**config.mk**
```make
export PLATFORM = sky130hd
export DESIGN_NAME = spad_mul
export DESIGN_NICKNAME = d
export VERILOG_FILES = /design/src/hdl/spad_pkg.sv /design/src/hdl/spad_mul.sv
export SDC_FILE = /design/constraint.sdc
export NUM_CORES = 2
export LEC_CHECK = 0
export BUFFER_PORTS_ARGS = -buffer_cell sky130_fd_sc_hd__clkbuf_2
export CAP_MARGIN = 10
export CORE_ASPECT_RATIO = 0.6
export CORE_MARGIN = 2
export CORE_UTILIZATION = 48
export DETAILED_ROUTE_END_ITERATION = 10
export PLACE_DENSITY = 0.67
export SKIP_LAST_GASP = 1
export SLEW_MARGIN = 20
export SYNTH_ARGS = -nofsm -noshare
export SYNTH_HDL_FRONTEND = slang
export SYNTH_SLANG_ARGS = --single-unit
```
**constraint.sdc**
```tcl
create_clock -name i_clk -period 11.2 [get_ports i_clk]
set_clock_uncertainty 0.1 [all_clocks]
set_input_delay 2.24 -clock i_clk [delete_from_list [all_inputs] [get_ports i_clk]]
set_output_delay 2.24 -clock i_clk [all_outputs]
set_load 0.01 [all_outputs]
```
**src/hdl/spad_pkg.sv**
```systemverilog
// Shared types, constants and the sech^2 lookup table for the saddle action block.
`timescale 1ns / 1ps
`default_nettype none
package spad_pkg;

    localparam int SECH_TABLE_DEPTH = 1024;
    localparam int MAX_LEVEL        = 15;
    localparam int TAB_AW           = $clog2(SECH_TABLE_DEPTH);
    // u is Q30 and the table spans [0, 8): index bits sit just under bit 33
    localparam int IDX_LSB          = 33 - TAB_AW;
    localparam int LEV_W            = 5;

    localparam logic [61:0] INNER_CAP = {62{1'b1}};

    // Table step h = 8/DEPTH in Q30
    localparam logic [63:0] H_Q30 = (64'd8 << 30) / SECH_TABLE_DEPTH;

    // Configuration register indexes
    localparam logic [2:0] CFG_TIME_STEP      = 3'd0;
    localparam logic [2:0] CFG_INVERSE_LENGTH = 3'd1;
    localparam logic [2:0] CFG_BARRIER_HEIGHT = 3'd2;
    localparam logic [2:0] CFG_CONF_FREQ      = 3'd3;
    localparam logic [2:0] CFG_PARTICLE_MASS  = 3'd4;

    // Control from the sequencer to the shared multiplier
    typedef struct packed {
        logic en;
        logic chunk_hi;
    } t_mul_ctl;

    typedef logic [16:0] t_sech_tab [0:SECH_TABLE_DEPTH];

    // Truncating unsigned quotient by restoring shift and subtract
    function automatic logic [63:0] udiv64(input logic [63:0] n, input logic [63:0] d);
        logic [63:0] q;
        logic [64:0] r;
        q = '0;
        r = '0;
        for (int i = 63; i >= 0; i--) begin
            r = {r[63:0], n[i]};
            if (r >= {1'b0, d}) begin
                r    = r - {1'b0, d};
                q[i] = 1'b1;
            end
        end
        return q;
    endfunction

    // Build sech^2 samples in Q16 from the tanh addition recurrence in Q30
    function automatic t_sech_tab build_sech_tab();
        t_sech_tab   tab;
        logic [63:0] one;
        logic [63:0] h;
        logic [63:0] h2;
        logic [63:0] h3;
        logic [63:0] h5;
        logic [63:0] h7;
        logic [63:0] th;
        logic [63:0] t;
        logic [63:0] t2;
        logic [63:0] num;
        logic [63:0] den;
        one = 64'd1 << 30;
        h   = H_Q30;
        h2  = (h * h) >> 30;
        h3  = (h2 * h) >> 30;
        h5  = (h3 * h2) >> 30;
        h7  = (h5 * h2) >> 30;
        th  = h - udiv64(h3, 64'd3) + udiv64(64'd2 * h5, 64'd15)
              - udiv64(64'd17 * h7, 64'd315);
        t   = 64'd0;
        for (int k = 0; k <= SECH_TABLE_DEPTH; k++) begin
            t2     = (t * t) >> 30;
            tab[k] = (t2 >= one) ? 17'd0 : 17'((one - t2) >> 14);
            num    = (t + th) << 30;
            den    = one + ((t * th) >> 30);
            t      = udiv64(num, den);
            if (t > one) begin
                t = one;
            end
        end
        return tab;
    endfunction

    localparam t_sech_tab SECH_TAB = build_sech_tab();

endpackage
`default_nettype wire

```
**src/hdl/spad_mul.sv**
```systemverilog
// Shared signed 36x36 multiplier with a chunked product accumulator.
`timescale 1ns / 1ps
`default_nettype none
module spad_mul (
    input  wire logic                  i_clk,
    input  wire spad_pkg::t_mul_ctl    i_ctl,
    input  wire logic signed [35:0]    i_a,
    input  wire logic signed [35:0]    i_b,
    output logic signed [99:0]         o_acc
);

    logic signed [71:0] w_prod;
    logic signed [99:0] w_ext;
    logic signed [99:0] n_acc;
    logic signed [99:0] r_acc;

    // Multiply, then start a new sum or add the upper chunk at 32-bit weight
    always_comb begin
        w_prod = i_a * i_b;
        w_ext  = 100'(w_prod);
        n_acc  = i_ctl.chunk_hi ? (r_acc + (w_ext <<< 32)) : w_ext;
    end

    always_ff @(posedge i_clk) begin
        if (i_ctl.en) begin
            r_acc <= n_acc;
        end
    end

    assign o_acc = r_acc;

endmodule
`default_nettype wire

```
==> summary.txt <==
Outcome
  • Status: complete, but fails checks
  • Failing checks: setup timing

Die
  • Chip Width: 434 µm
  • Die height: 262 µm
  • Initial Utilization: 48.4%
  • Rows: 94
  • CORE AREA: 110,000 µm²
  • IO Pins: 175
  • Die Area: 113,000 µm²

Clocking
  • Later-pin clock latency in the skew report: 380 ps
  • CTS tree: built
  • Hold-fix buffers, CTS: 0
  • CTS sink count: 100
  • CTS clock-pin slew for the worst setup and hold paths: ~90 ps
  • Total CTS buffers: 9
  • H-Tree Depth: 3
  • Max clock buf depth: 2
  • CTS Root Cell: clkbuf_16

STA
  • RSZ-0062 raised after global routing: true
  • Rel. slew slack: 47.3%
  • Period utilisation layout: 102%
  • Final Max Slew Viols: 0
  • Setup TNS Final: -1750 ps
  • Final setup fails: 16
  • Period minus WS final: approximately 11,000 ps
  • Final setup margin: -215 ps
  • Final number of hold-violating endpoints: 0
  • Fmax: just under 0.09 GHz
  • Least-Margin Pin Slew: 791 ps

Cells and area
  • Fin area: 64,700 µm²
  • Fill cells: 9,279
  • Nets: 8,180
  • Most common cell after layout, fill and taps aside: fa_1
  • Max reg flops: 100
  • Synthesis-to-layout area growth: 21.8%
  • Final Util: between 50% and 60%
  • Most frequent cells in the layout: 1,344 x fa_1, 1,290 x inv_1, 797 x nand2_1
  • Layout cell share with drive strength beyond 1: a little over a fifth

Worst setup path
  • R2R Setup Slk: 6980 ps
  • Critical Path RT: 11,240 ps
  • WP buf/inv: 8
  • Crit-path max FO: 6
  • Worst r2r src: o_acc[32]
  • Worst Reg-to-Reg Cells: 13
  • Crit. End Element: register
  • Startpoint Class: input pin
  • Gate family responsible for the most delay along the worst path: adder cells
  • Cell mode on critical path: fa_1
  • Arrival @ worst endpoint: around 11,000 ps
  • Max stage delay on crit path: 620 ps
  • Reg2reg end: o_acc[98]
  • Type of the worst setup path: input pin to register
  • CP max-delay cell: fa_2

Hold path
  • Worst hold start: o_acc[32]
  • Worst Hold End: o_acc[32]
  • Min-delay worst type: register to register
  • Hold path cells: 2

Route
  • Starting DRC count in detailed routing: roughly 3,200
  • Routed Wire Length: 162,000 µm
  • DR WL/cell: 20.4 µm
  • 1st-pass router iterations: 6
  • DR vias: between 40,000 and 50,000
  • DRC violation count after routing: 0
  • DR vias/cell: 5.21
  • Antenna violation net count after detailed routing: 0

Placement
  • I/O Buffers: 174
  • DP Wirelength: approximately 140,000 µm
  • Final GP Congestion: 0.967
  • DP Area: 61,500 µm²

Logic synthesis
  • FF+latch count, synth: 100
  • Synth top area cells: fa_1 52%, inv_1 9.3%, ha_1 6.8%, and2_1 6.5%, nand2_1 5.7%
  • Number of synthesis warnings: 0
  • Post-synth EDFFs: 100
  • Sequential area share after synthesis: 5.65%
  • Asr flop ratio synth: 0%
  • Yosys top cell area share: 52.0%
  • Syn Nets: 7,446
  • Post-Syn Area: 53,100 µm²
  • Largest area contributor in the netlist: fa_1
  • Prevailing post-synth register cell: edfxtp_1
  • Synth cell types: 75
  • Mean Syn Cell Area: about 9.3 µm²
  • Syn Inst Count: 5,701

Run
  • Max-Cap Viols: 0

Global route
  • Vias in the first global route: 43,713
  • Total track usage: 28.8%
  • Congestion Overflow GR: 0
  • Largest net degree at the start of global routing: 66
  • First-pass GRT wire length: 251,000 µm
  • Initial antenna violation count: 9
area by class of cell:
| type | count | area [µm²] | area share, % |
|---|---|---|---|
| clock buffers | 9 | 225 | 0.348 |
| diodes | 6 | 15.0 | 0.0232 |
| multi-input cells | 3968 | 45800 | 70.8 |
| well taps | 1488 | 1860 | 2.88 |
| flip-flops and latches | 100 | 3000 | 4.64 |
| clock inverters | 7 | 108 | 0.166 |
| repair buffers | 1043 | 8770 | 13.5 |
| inverters | 1313 | 4930 | 7.62 |
synthesized netlist by cell type (5+ instances only):
| master | number |
|---|---|
| nor4_1 | 5 |
| o21bai_1 | 25 |
| o21ai_0 | 56 |
| nand4_1 | 35 |
| o31ai_1 | 9 |
| xnor2_1 | 100 |
| o21ai_1 | 21 |
| and2_1 | 549 |
| a211oi_1 | 10 |
| inv_1 | 1313 |
| nor3_1 | 13 |
| xor2_1 | 46 |
| a21oi_1 | 146 |
| o31a_1 | 6 |
| ha_1 | 290 |
| fa_1 | 1380 |
| a31oi_1 | 12 |
| clkbuf_1 | 310 |
| a21o_1 | 123 |
| mux2_2 | 27 |
| nor2_1 | 99 |
| a21boi_0 | 8 |
| nand2_1 | 813 |
| edfxtp_1 | 100 |
| buf_2 | 8 |
| o21a_1 | 15 |
| nand3_1 | 23 |
| nand2b_1 | 29 |
| nor2b_1 | 43 |
| and3_1 | 11 |
metal layers:
layer	vias up	share of wire [%]	track usage [%]
met1	21241	44	42.5
li1	18197	-	-
met5	-	0.025	0
met4	6	1.7	4.79
met2	1711	43	42.2
met3	162	11	9.11
stage by stage:
stage               hold slack [ps]  std cells  setup WS [ps]
finish                          726       7934           -215
global route                    756       7931           -460
CTS                             727       7882          -1.11
detailed placement              704       7841          -1320
global placement                689       7841          -1290
floorplan                       644       5701          -3.34
worst reg2reg max path: cells and delay by family, from the launching register on:
family                     cells  cell delay (ps)
DFF                            1              460
and+or+nand+nor                2              380
AOI/OAI and AO/OA              9             2300
adders and majority gates      2              720
how the worst max path moves through the flow:
stage                        from   endpoint  slack (ps)  cells past startpoint
final                     i_a[21]  o_acc[99]        -210                     40
after detailed placement   i_b[2]  o_acc[98]       -1320                     38
after global routing      i_a[19]  o_acc[99]        -460                     41
after global placement     i_b[2]  o_acc[98]       -1290                     38
after floorplan           i_a[35]  o_acc[98]          -3                     37
after CTS                  i_a[7]  o_acc[98]          -1                     40
kinds of logic after synthesis:
family | share of synthesized area, %
flops | 5.65
xor+xnor | 2.41
simple gates | 15.0
mux | 0.612
fa+ha+maj | 58.8
buf+inv | 11.6
compound gates | 5.96
repair_timing:
| action | 4_1_cts | 5_1_grt |
|---|---|---|
| setup endpoints to repair | 28 | 37 |
| gates cloned | 1 | 8 |
| pin swaps | 136 | 137 |
| buffers inserted | 25 | 43 |
| gates resized for setup | 224 | 270 |
Power is not shown: default switching activity piles up to over one toggle a cycle in this logic, so the estimate is an artifact.
